==> src/design/bmrb_pkg.sv <==
// Shared types and constants of the binary mask run-boundary unit.
`timescale 1ns / 1ps

package bmrb_pkg;

  localparam int IMAGE_WIDTH_W  = 11;
  localparam int IMAGE_HEIGHT_W = 13;
  localparam int ROW_W          = 12;
  localparam int HEIGHT_LIMIT   = 4096;
  localparam int WIDTH_RESET    = 512;
  localparam int HEIGHT_RESET   = 512;
  localparam int PADDR_W        = 3;
  localparam int PDATA_W        = 32;

  // item opcodes
  localparam logic OP_PIXEL = 1'b0;
  localparam logic OP_DRAIN = 1'b1;

  // register index, taken from paddr[2]
  localparam logic REG_IMAGE_WIDTH  = 1'b0;
  localparam logic REG_IMAGE_HEIGHT = 1'b1;

  typedef struct packed {
    logic opcode;
    logic pixel_in;
  } pix_item_t;

  typedef struct packed {
    logic boundary_mark;
    logic slice_last;
  } res_item_t;

  // what the scan control hands to the mark stage with each issued read
  typedef struct packed {
    logic drain;
    logic pixel;
    logic first_row;
    logic left;
    logic x_zero;
    logic x_last;
  } scan_item_t;

endpackage

==> src/design/bmrb_line_ram.sv <==
// One-bit line store: one write and one registered read port, write data forwarded.
`timescale 1ns / 1ps

module bmrb_line_ram #(
  parameter int DEPTH = 1024,
  parameter int AW    = 10
) (
  input  logic          clk,
  input  logic          we,
  input  logic [AW-1:0] waddr,
  input  logic          wdata,
  input  logic          re,
  input  logic [AW-1:0] raddr,
  output logic          rdata
);

  logic mem [DEPTH];

  always_ff @(posedge clk) begin
    if (we) begin
      mem[waddr] <= wdata;
    end
  end

  // forward a write to the same entry so the read sees the new value
  always_ff @(posedge clk) begin
    if (re) begin
      if (we && (waddr == raddr)) begin
        rdata <= wdata;
      end else begin
        rdata <= mem[raddr];
      end
    end
  end

endmodule

==> src/design/bmrb_scan_ctrl.sv <==
// Raster position tracking and read issue for the run-boundary unit.
`timescale 1ns / 1ps

module bmrb_scan_ctrl
  import bmrb_pkg::*;
#(
  parameter int XW = 10
) (
  input  logic                 clk,
  input  logic                 rst,
  input  logic                 restart,
  input  logic                 accept,
  input  pix_item_t            pix,
  input  logic [XW:0]          eff_width,
  input  logic [IMAGE_HEIGHT_W-1:0] eff_height,
  output logic                 issue,
  output scan_item_t           issue_item,
  output logic [XW-1:0]        issue_addr
);

  logic [XW-1:0]    col;
  logic [ROW_W-1:0] row;
  logic             left_pixel;
  logic             draining;
  logic             x_last;
  logic             row_last;

  assign x_last   = (({1'b0, col} + (XW+1)'(1)) == eff_width);
  assign row_last = (({1'b0, row} + IMAGE_HEIGHT_W'(1)) == eff_height);

  always_comb begin
    if (pix.opcode == OP_DRAIN) begin
      issue = accept && draining;
    end else begin
      issue = accept && !draining;
    end
    issue_item.drain     = (pix.opcode == OP_DRAIN);
    issue_item.pixel     = pix.pixel_in;
    issue_item.first_row = (row == '0);
    issue_item.left      = left_pixel;
    issue_item.x_zero    = (col == '0);
    issue_item.x_last    = x_last;
    issue_addr           = col;
  end

  always_ff @(posedge clk) begin
    if (rst || restart) begin
      col        <= '0;
      row        <= '0;
      left_pixel <= 1'b0;
      draining   <= 1'b0;
    end else if (accept) begin
      case (pix.opcode)
        OP_DRAIN: begin
          if (draining) begin
            if (x_last) begin
              col      <= '0;
              row      <= '0;
              draining <= 1'b0;
            end else begin
              col <= col + XW'(1);
            end
          end
        end
        OP_PIXEL: begin
          if (!draining) begin
            if (x_last) begin
              col        <= '0;
              left_pixel <= 1'b0;
              if (row_last) begin
                draining <= 1'b1;
              end else begin
                row <= row + ROW_W'(1);
              end
            end else begin
              col        <= col + XW'(1);
              left_pixel <= pix.pixel_in;
            end
          end
        end
        default: begin
          col <= col;
        end
      endcase
    end
  end

endmodule

==> src/design/bmrb_mark_stage.sv <==
// Mark evaluation, line store write-back and result register.
`timescale 1ns / 1ps

module bmrb_mark_stage
  import bmrb_pkg::*;
#(
  parameter int XW = 10
) (
  input  logic          clk,
  input  logic          rst,
  input  logic          issue,
  input  scan_item_t    issue_item,
  input  logic [XW-1:0] issue_addr,
  input  logic          rd_above,
  input  logic          rd_pend,
  output logic          hold,
  output logic          above_we,
  output logic [XW-1:0] above_waddr,
  output logic          above_wdata,
  output logic          pend_we,
  output logic [XW-1:0] pend_waddr,
  output logic          pend_wdata,
  output logic          res_valid,
  input  logic          res_stall,
  output res_item_t     res
);

  logic          s1_valid;
  scan_item_t    s1;
  logic [XW-1:0] s1_addr;
  logic          prev_part;
  logic          last_pend;
  logic          s1_res;
  logic          s1_go;
  logic          fire;
  logic          pend_old;
  logic          part;
  logic          mark;

  assign s1_res = s1.drain || !s1.first_row;
  assign s1_go  = !s1_valid || !s1_res || !res_valid || !res_stall;
  assign hold   = s1_valid && !s1_go;
  assign fire   = s1_valid && s1_go;

  always_comb begin
    pend_old = s1.x_last ? last_pend : rd_pend;
    part     = s1.pixel && (s1.x_zero || !s1.left || s1.first_row || !rd_above);
    if (s1.drain) begin
      mark = pend_old;
    end else begin
      mark = pend_old | (rd_above & !s1.pixel);
    end
    above_we    = fire && !s1.drain;
    above_waddr = s1_addr;
    above_wdata = s1.pixel;
    // the left neighbour's mark, but for the lower-neighbour term, is complete once this pixel is known
    pend_we     = fire && !s1.drain && !s1.x_zero;
    pend_waddr  = s1_addr - XW'(1);
    pend_wdata  = prev_part | (s1.left & !s1.pixel);
  end

  always_ff @(posedge clk) begin
    if (rst) begin
      s1_valid <= 1'b0;
    end else if (s1_go) begin
      s1_valid <= issue;
    end
  end

  always_ff @(posedge clk) begin
    if (s1_go) begin
      s1      <= issue_item;
      s1_addr <= issue_addr;
    end
    if (fire && !s1.drain) begin
      prev_part <= part;
      if (s1.x_last) begin
        last_pend <= part;
      end
    end
  end

  always_ff @(posedge clk) begin
    if (rst) begin
      res_valid <= 1'b0;
    end else if (fire && s1_res) begin
      res_valid <= 1'b1;
    end else if (!res_stall) begin
      res_valid <= 1'b0;
    end
  end

  always_ff @(posedge clk) begin
    if (fire && s1_res) begin
      res.boundary_mark <= mark;
      res.slice_last    <= s1.drain && s1.x_last;
    end
  end

endmodule

==> src/design/binary_mask_run_boundary_unit.sv <==
// Top level of the binary mask run-boundary unit.
`timescale 1ns / 1ps
// Pipeline: the transfer of the pixel or drain item that completes a result reads the line
//   stores and registers the item in the mark stage, which then loads the output register.
// Throughput: one item per cycle, bounded by the single read and write port of each
//   line store; the input stalls only while a finished result waits on a stalled output.
// Reset: clears position counters, draining flag and valid flags; the line stores are
//   not cleared, since the first row of every slice rewrites each entry before it is read.

module binary_mask_run_boundary_unit
  import bmrb_pkg::*;
#(
  parameter int MAX_WIDTH = 1024
) (
  input  logic               clk,
  input  logic               rst,
  input  logic               psel,
  input  logic               penable,
  input  logic               pwrite,
  input  logic [PADDR_W-1:0] paddr,
  input  logic [PDATA_W-1:0] pwdata,
  output logic [PDATA_W-1:0] prdata,
  output logic               pready,
  input  logic               pix_valid,
  output logic               pix_stall,
  input  pix_item_t          pix,
  output logic               res_valid,
  input  logic               res_stall,
  output res_item_t          res
);

  localparam int XW = $clog2(MAX_WIDTH);
  localparam int EW = XW + 1;
  localparam int WIDTH_RESET_EFF = (MAX_WIDTH < WIDTH_RESET) ? MAX_WIDTH : WIDTH_RESET;

  // configuration registers as written, and their clamped working values
  logic [IMAGE_WIDTH_W-1:0]  image_width;
  logic [IMAGE_HEIGHT_W-1:0] image_height;
  logic [EW-1:0]             eff_width;
  logic [IMAGE_HEIGHT_W-1:0] eff_height;
  logic                      cfg_write;

  logic          accept;
  logic          issue;
  scan_item_t    issue_item;
  logic [XW-1:0] issue_addr;
  logic          rd_above;
  logic          rd_pend;
  logic          above_we;
  logic [XW-1:0] above_waddr;
  logic          above_wdata;
  logic          pend_we;
  logic [XW-1:0] pend_waddr;
  logic          pend_wdata;

  // APB: no wait states, register selected by paddr[2]
  assign pready    = 1'b1;
  assign cfg_write = psel && penable && pwrite && pready;

  always_comb begin
    if (paddr[2] == REG_IMAGE_HEIGHT) begin
      prdata = PDATA_W'(image_height);
    end else begin
      prdata = PDATA_W'(image_width);
    end
  end

  // a write takes effect at once; clamp here so the scan sees legal bounds only
  always_ff @(posedge clk) begin
    if (rst) begin
      image_width  <= IMAGE_WIDTH_W'(WIDTH_RESET);
      image_height <= IMAGE_HEIGHT_W'(HEIGHT_RESET);
      eff_width    <= EW'(WIDTH_RESET_EFF);
      eff_height   <= IMAGE_HEIGHT_W'(HEIGHT_RESET);
    end else if (cfg_write) begin
      case (paddr[2])
        REG_IMAGE_WIDTH: begin
          image_width <= pwdata[IMAGE_WIDTH_W-1:0];
          if (pwdata[IMAGE_WIDTH_W-1:0] == '0) begin
            eff_width <= EW'(1);
          end else if (32'(pwdata[IMAGE_WIDTH_W-1:0]) > 32'(MAX_WIDTH)) begin
            eff_width <= EW'(MAX_WIDTH);
          end else begin
            eff_width <= EW'(pwdata[IMAGE_WIDTH_W-1:0]);
          end
        end
        REG_IMAGE_HEIGHT: begin
          image_height <= pwdata[IMAGE_HEIGHT_W-1:0];
          if (pwdata[IMAGE_HEIGHT_W-1:0] == '0) begin
            eff_height <= IMAGE_HEIGHT_W'(1);
          end else if (32'(pwdata[IMAGE_HEIGHT_W-1:0]) > 32'(HEIGHT_LIMIT)) begin
            eff_height <= IMAGE_HEIGHT_W'(HEIGHT_LIMIT);
          end else begin
            eff_height <= pwdata[IMAGE_HEIGHT_W-1:0];
          end
        end
        default: begin
          image_width <= image_width;
        end
      endcase
    end
  end

  // take a transfer unless the mark stage is held behind a stalled result
  assign accept = pix_valid && !pix_stall;

  bmrb_scan_ctrl #(
    .XW(XW)
  ) u_scan (
    .clk        (clk),
    .rst        (rst),
    .restart    (cfg_write),
    .accept     (accept),
    .pix        (pix),
    .eff_width  (eff_width),
    .eff_height (eff_height),
    .issue      (issue),
    .issue_item (issue_item),
    .issue_addr (issue_addr)
  );

  // pixels of the previous row
  bmrb_line_ram #(
    .DEPTH(MAX_WIDTH),
    .AW   (XW)
  ) u_above (
    .clk   (clk),
    .we    (above_we),
    .waddr (above_waddr),
    .wdata (above_wdata),
    .re    (issue),
    .raddr (issue_addr),
    .rdata (rd_above)
  );

  // marks of the previous row still waiting for the lower-neighbour term;
  // the last column lives in a register inside the mark stage
  bmrb_line_ram #(
    .DEPTH(MAX_WIDTH),
    .AW   (XW)
  ) u_pend (
    .clk   (clk),
    .we    (pend_we),
    .waddr (pend_waddr),
    .wdata (pend_wdata),
    .re    (issue),
    .raddr (issue_addr),
    .rdata (rd_pend)
  );

  bmrb_mark_stage #(
    .XW(XW)
  ) u_mark (
    .clk         (clk),
    .rst         (rst),
    .issue       (issue),
    .issue_item  (issue_item),
    .issue_addr  (issue_addr),
    .rd_above    (rd_above),
    .rd_pend     (rd_pend),
    .hold        (pix_stall),
    .above_we    (above_we),
    .above_waddr (above_waddr),
    .above_wdata (above_wdata),
    .pend_we     (pend_we),
    .pend_waddr  (pend_waddr),
    .pend_wdata  (pend_wdata),
    .res_valid   (res_valid),
    .res_stall   (res_stall),
    .res         (res)
  );

endmodule

==> config.mk <==
export PLATFORM = sky130hd
export DESIGN_NAME = binary_mask_run_boundary_unit
export DESIGN_NICKNAME = d
export VERILOG_FILES = /design/src/design/bmrb_pkg.sv /design/src/design/bmrb_line_ram.sv /design/src/design/bmrb_scan_ctrl.sv /design/src/design/bmrb_mark_stage.sv /design/src/design/binary_mask_run_boundary_unit.sv
export SDC_FILE = /design/constraint.sdc
export NUM_CORES = 2
export LEC_CHECK = 0
export BUFFER_PORTS_ARGS = -buffer_cell sky130_fd_sc_hd__buf_4
export CORE_AREA = 2 2 400 402
export DETAILED_ROUTE_END_ITERATION = 8
export DIE_AREA = 0 0 402 404
export GPL_ROUTABILITY_DRIVEN = 0
export PLACE_DENSITY = 0.83
export SLEW_MARGIN = 20
export SYNTH_ARGS = -nofsm -noshare
export SYNTH_HDL_FRONTEND = slang
export SYNTH_SLANG_ARGS = --single-unit
==> constraint.sdc <==
create_clock -name clk -period 59.7 [get_ports clk]
set_input_delay 2.985 -clock clk [delete_from_list [all_inputs] [get_ports clk]]
set_output_delay 2.985 -clock clk [all_outputs]
set_load 0.1 [all_outputs]
# --- After elaboration in Yosys (flattened, before gate mapping) ---
# Memories as Yosys holds them, arrays and structs flattened. A register that Yosys moved wholly into a read port is not among the register bits.
# Index checks and enable logic that the tools add are counted.
classes:
  eq_ne: 8
  n_div: 0
  add_sub_neg: 5
  shifts: 0
  reduce_logical: 43
  n_bitwise: 7
  mux: 31
  multipliers: 0
  magnitude_cmp: 2
ops:
  columns: ["operator", "n"]
  rows:
  - ["$mux 12", 5]
  - ["$mux 13", 3]
  - ["$mux 10", 3]
  - ["$pmux 12 s2", 1]
  - ["$mux 11", 2]
  - ["$pmux 10 s2", 1]
  - ["$mux 1", 15]
  - ["$add 12x1->13 const B", 1]
  - ["$eq 13x13->1", 1]
  - ["$gt 13x13->1 const B", 1]
  - ["$logic_not 1->1", 13]
  - ["$logic_not 13->1", 1]
  - ["$add 12x1->12 const B", 1]
  - ["$logic_and 1x1->1", 12]
  - ["$logic_not 12->1", 1]
  - ["$add 10x1->11 const B", 1]
  - ["$eq 11x11->1", 1]
  - ["$gt 11x11->1 const B", 1]
  - ["$logic_not 11->1", 1]
  - ["$add 10x1->10 const B", 1]
  - ["$logic_not 10->1", 1]
  - ["$sub 10x1->10 const B", 1]
  - ["$logic_or 1x1->1", 8]
  - ["$ne 2x1->1 const B", 4]
  - ["other kinds (8)", 16]
word_totals:
  regBits: 94
  mem_count: 2
  ram_bits: 2048
  latchBits: 0
  in_bits: 44
  romBits: 0
  elab_cells: 119
  out_inout_bits: 37
memory_table:
  columns: ["name", "depth", "word_bits", "rd", "rd_clocked_by_memory_dff", "write_ports", "line", "text"]
  rows:
  - ["u_above.mem", 1024, 1, 1, 1, 1, "bmrb_line_ram.sv:17", "logic mem [DEPTH];"]
  - ["u_pend.mem", 1024, 1, 1, 1, 1, "bmrb_line_ram.sv:17", null]

# --- Depth between registers and ports, before layout ---
depth:
  ltp_word: 12
  mapped_depth: 16

# --- Hierarchy ---
# From an unflattened synthesis, not the netlist that was laid out.
hier_totals:
  cells_unflattened: 6793
  area_unflattened_um2: 94466.9
modules_own_cells:
  columns: ["module", "instances", "area_per_inst_um2", "cells_each", "seq_area_each_um2"]
  rows:
  - ["bmrb_line_ram", 2, 44592.8, 3094, 30779.5]
  - ["bmrb_scan_ctrl", 1, 2187.1, 302, 480.5]
  - ["binary_mask_run_boundary_unit", 1, 2164.6, 238, 960.9]
  - ["bmrb_mark_stage", 1, 929.6, 65, 640.6]

# --- Worst setup path before layout ---
# OpenSTA, ideal clock, no wires.
synth_timing:
  kind: "register to register"
  start: "register u_mark.s1 (netlist bit u_mark.above_wdata)"
  end: "memory u_pend.mem[0], data pin"
  synth_period_minus_slack_ns: 21.416
  arrival_time_ns: 18.823
  setup_time_ns: 2.592
  required_ns: 57.108
  path_stages_with_launch: 3
  n_path_buf: 0
  path_slack_ns: 38.284
  cell_sequence: "edfxtp_1 -> inv_1 -> a21o_1"
synth_via:
  elab_chain_len: 3
synth_lines:
  columns: ["element", "line", "text"]
  rows:
  - ["from (decl)", "bmrb_mark_stage.sv:29", "scan_item_t s1;"]
  - ["from (signal assigned)", "bmrb_mark_stage.sv:72", "s1 <= issue_item;"]
  - ["$logic_not 1->1", "bmrb_mark_stage.sv:59", "pend_wdata = prev_part | (s1.left & !s1.pixel);"]
  - ["$and 1x1->1", "bmrb_mark_stage.sv:59", null]
  - ["$or 1x1->1", "bmrb_mark_stage.sv:59", null]
  - ["named net pend_wdata", "binary_mask_run_boundary_unit.sv:54", "logic pend_wdata;"]
  - ["to (decl)", "bmrb_line_ram.sv:17", null]
# The timed path passes the listed nets, and every way through them passes these cells.

# --- Final worst setup path ---
layout_timing:
  start: "input res_stall"
  end: "output pix_stall"
layout_via:
  elab_chain_len: 4
layout_lines:
  columns: ["element", "line", "text"]
  rows:
  - ["from (decl)", "binary_mask_run_boundary_unit.sv:28", "input logic res_stall,"]
  - ["$logic_not 1->1", "bmrb_mark_stage.sv:41", "assign s1_go = !s1_valid || !s1_res || !res_valid || !res_stall;"]
  - ["$logic_or 1x1->1", "bmrb_mark_stage.sv:41", null]
  - ["$logic_not 1->1", "bmrb_mark_stage.sv:42", "assign hold = s1_valid && !s1_go;"]
  - ["$logic_and 1x1->1", "bmrb_mark_stage.sv:42", null]
  - ["to (decl)", "binary_mask_run_boundary_unit.sv:25", "output logic pix_stall,"]
# No other way between the ends.

==> key figures <==
Status
  – Outcome: finished, final reports clean

Critical path
  – Worst EP arrival: approximately 4.2 ns
  – R2R setup slack: about 54 ns
  – R2R cell count: 11
  – Max stage delay on crit path: around 0.50 ns
  – Critical setup path kind: in -> out
  – CP max-delay cell: or2_2
  – Required @ worst endpoint: 56.72 ns
  – CP Max Fanout: 20
  – CP Buf/Inv Count: 3
  – Most frequent CP cell: buf_4
  – Worst path cell trace: buf_4, nand2_1, or2_2, inv_1, buf_4
  – Worst Setup End Kind: primary output
  – Reg2Reg Capture Point: u_pend.rdata
  – Cell family contributing the most delay on the critical path: buffers and inverters
  – FF-to-FF Start: u_scan.issue_addr[2]
  – CP Launch Type: primary input

Global route
  – GRT Total Usage: about 32%
  – Total gr overflow: 0
  – Number of global-route vias before repair: between 50000 and 60000
  – Initial antenna violation count: 15
  – First-pass GRT wire length: ~380000 um
  – Maximum number of pins on one net before global-route repair: 330

Timing
  – Skew final: ~0.041 ns
  – PnR worst setup slack: 52.56 ns
  – FMAX: about 0.14 GHz
  – RSZ-0062 raised after global routing: false
  – Worst-margin pin slew: around 1.3 ns
  – Fin crit share: around an eighth
  – Final setup viols: 0
  – Setup TNS: 0 ns
  – Fin. Hold Viols: 0
  – Final min period: approximately 7.1 ns
  – Slew Viols, Final: 0
  – Relative slew slack: 13.92%

Placed design
  – Pre-CTS setup slack: ~53 ns
  – Dpl hpwl: approximately 140000 um
  – IO buf count: 39
  – Placed Cells: about 8400

Yosys
  – Main flop type after synthesis: edfxtp_1
  – Synth unique cells: 83
  – Post-Synth Adder-Cell Area: 0.1462%
  – Area contributors post-synth: edfxtp_1 66%, mux4_2 11%, nor2_1 8.5%
  – Yosys warns: 0
  – Sequential-to-total area share from yosys stat: 67.61%
  – Simple-gate portion of the synthesized area: between 10% and 20%
  – Combinational family with the most area after synthesis: multiplexers
  – Syn_area_per_cell: 13.90 sq um
  – Ys async rst share: 0%
  – Area share of xor/xnor cells in the synthesized design: less than 1%
  – Post-synthesis cell count: 6771
  – Complex-gate fraction of the synthesized area: under 10%
  – Mux share of post-synthesis cell area: 13.05%
  – Top cell type's share of synthesized area: about two thirds
  – Most numerous cell in the Yosys netlist: nor2_1
  – Mapped Area: roughly 94000 sq um
  – Post-synth top area cell: edfxtp_1
  – Commonest cells post-synth: 2139 x nor2_1, 2070 x edfxtp_1, 450 x mux4_2
  – FF+latch count, synth: approximately 2100
  – Number of synthesized flops with an enable pin: 2070

Power
  – Overall power: between 2 and 3 mW
  – Pleak: between 20 and 30 nW
  – Clk pwr share: 41.4%
  – Internal power: around 2.4 mW
  – Switching share of power: 20.71%
  – Reg power frac: a little under three fifths
  – Pwr dens: roughly 29 nW/um^2
  – Peak supply drop: about 0.000032 V
  – NetSw: about 0.62 mW
  – Logic pwr share: ~3.4%

Die
  – Height of the die: slightly above 400 um
  – DIE WIDTH: 402 um
  – Core footprint: 157800 sq um
  – # rows: between 100 and 150
  – DIE AREA: roughly 160000 sq um
  – Initial core utilization: around three fifths
  – I/O pin total: 81

Routing
  – Post-route ant nets: 0
  – Vias per cell: between 6 and 7
  – Final WL: around 260000 um
  – Avg WL per Cell: between 30 and 40 um
  – Drt first pass iters: 9
  – Drt drc: 0
  – Total number of vias: 60560
  – First DRT Iteration DRCs: 11540

Clock tree
  – H-tree level count: 4
  – CTS Buffer Depth: 3
  – Hold_buf cts: 0
  – Post-cts sizing count: 0
  – CTS tree: yes
  – Clock Latency Late Sink: approximately 0.86 ns
  – Post-CTS Setup Bufs: 0
  – Clock Pin Slew Worst Setup and Hold Paths: about 0.060 ns
  – Clock sink total: 2144
  – Cts bufs inserted: around 200
  – Root buffer cell: clkbuf_16

Layout
  – Area growth syn-to-layout: 7.790%
  – Nets: about 6600
  – Final core utilization: between 60% and 70%
  – Share of cells above drive strength 1: between 15 and 20%
  – Final Non-Filler Cells: ~8700

Worst hold path
  – Hold path start: u_scan.left_pixel
  – WHS Path Cells: 0
  – Type of the worst min-delay path: reg -> reg
  – Min-Delay Endpoint: u_mark.s1[2]

Job
  – Max_cap viols: 0
area by class of cell:
class	count	area, sq um
timing repair buffer	176	1421
fill	10340	56380
inverter	29	110.1
antenna	4	10.01
sequential	2144	63660
clock buffer	250	5329
multi-input combinational	3952	27490
tap	2072	2592
clock inverter	107	838.3
how the worst max path moves through the flow:
stage / from / end / slack, ns / cells after the start
final: res_stall / pix_stall / 52.56 / 5
after global routing: res_stall / pix_stall / 52.54 / 5
after CTS: res_stall / pix_stall / 52.58 / 5
after detailed placement: res_stall / pix_stall / 52.58 / 5
after global placement: res_stall / pix_stall / 52.59 / 5
after floorplan: u_mark.above_wdata / u_pend.mem[0] / 38.28 / 2
logic make-up (layout without fill, tap and decap cells):
kind of cell,after synthesis,count (layout)
fa+ha+maj,11,11
mux,656,656
other cells,2,24
xor+xnor,58,58
compound gates,473,473
buf+inv,693,562
simple gates,2734,2734
flops,2144,2144
power groups by stage:
stage / combinational [mW] / sequential [mW] / clock [mW]
finish: 0.102 / 1.65 / 1.23
global route: 0.107 / 1.65 / 1.28
CTS: 0.0995 / 1.65 / 1.23
detailed placement: 0.0987 / 1.68 / 0
global placement: 0.0962 / 1.68 / 0
floorplan: 0.0760 / 1.70 / 0
flip-flops by register name (all words and copies together) (netlist names), 2 cells and up:
signal              count
u_scan.row             12
u_above.mem          1024
image_height           13
eff_width              11
eff_height             13
u_mark.above_waddr     10
image_width            11
u_mark.s1               5
u_pend.mem           1024
u_scan.issue_addr      10
u_mark.res              2
per-stage QoR:
step	hold WS, ns	area (sq um)
after floorplan	0.4029	94190
after global placement	0.4155	95140
after detailed placement	0.4211	95150
after CTS	0.4354	101300
after global routing	0.4483	101400
final	0.4358	101500
worst register-to-register path: stages (launching register included):
cell	delay [ns]
dfxtp_4	0.68
buf_4	0.68
buf_4	0.62
buf_4	0.75
and2_1	0.85
a22oi_1	0.26
nand2_1	0.15
nand2_1	0.08
a211oi_1	0.76
or4_1	0.27
o22ai_1	0.17
a211oi_2	0.55
routing by layer:
layer | track usage, % | wire length, um
met1 | 39.96 | 82980
met2 | 49.40 | 120600
met3 | 10.04 | 41970
met4 | 19.45 | 19330
met5 | 0 | 99
placed cells by master, fill, tap and decap left out, types with 34 or more instances in the layout:
cell and n:
nor3_1 44, a21oi_1 117, nand3_1 65, clkbuf_1 42
nand2_1 233, mux2i_1 172, clkinv_2 34, dfxtp_1 68
clkbuf_16 205, a22oi_1 79, o21ai_0 63, mux4_2 450
xnor2_1 39, buf_4 165, edfxtp_1 2070, nand2_2 64
clkinv_1 49, nor2_1 2136
(Power assumes the default switching activity.)
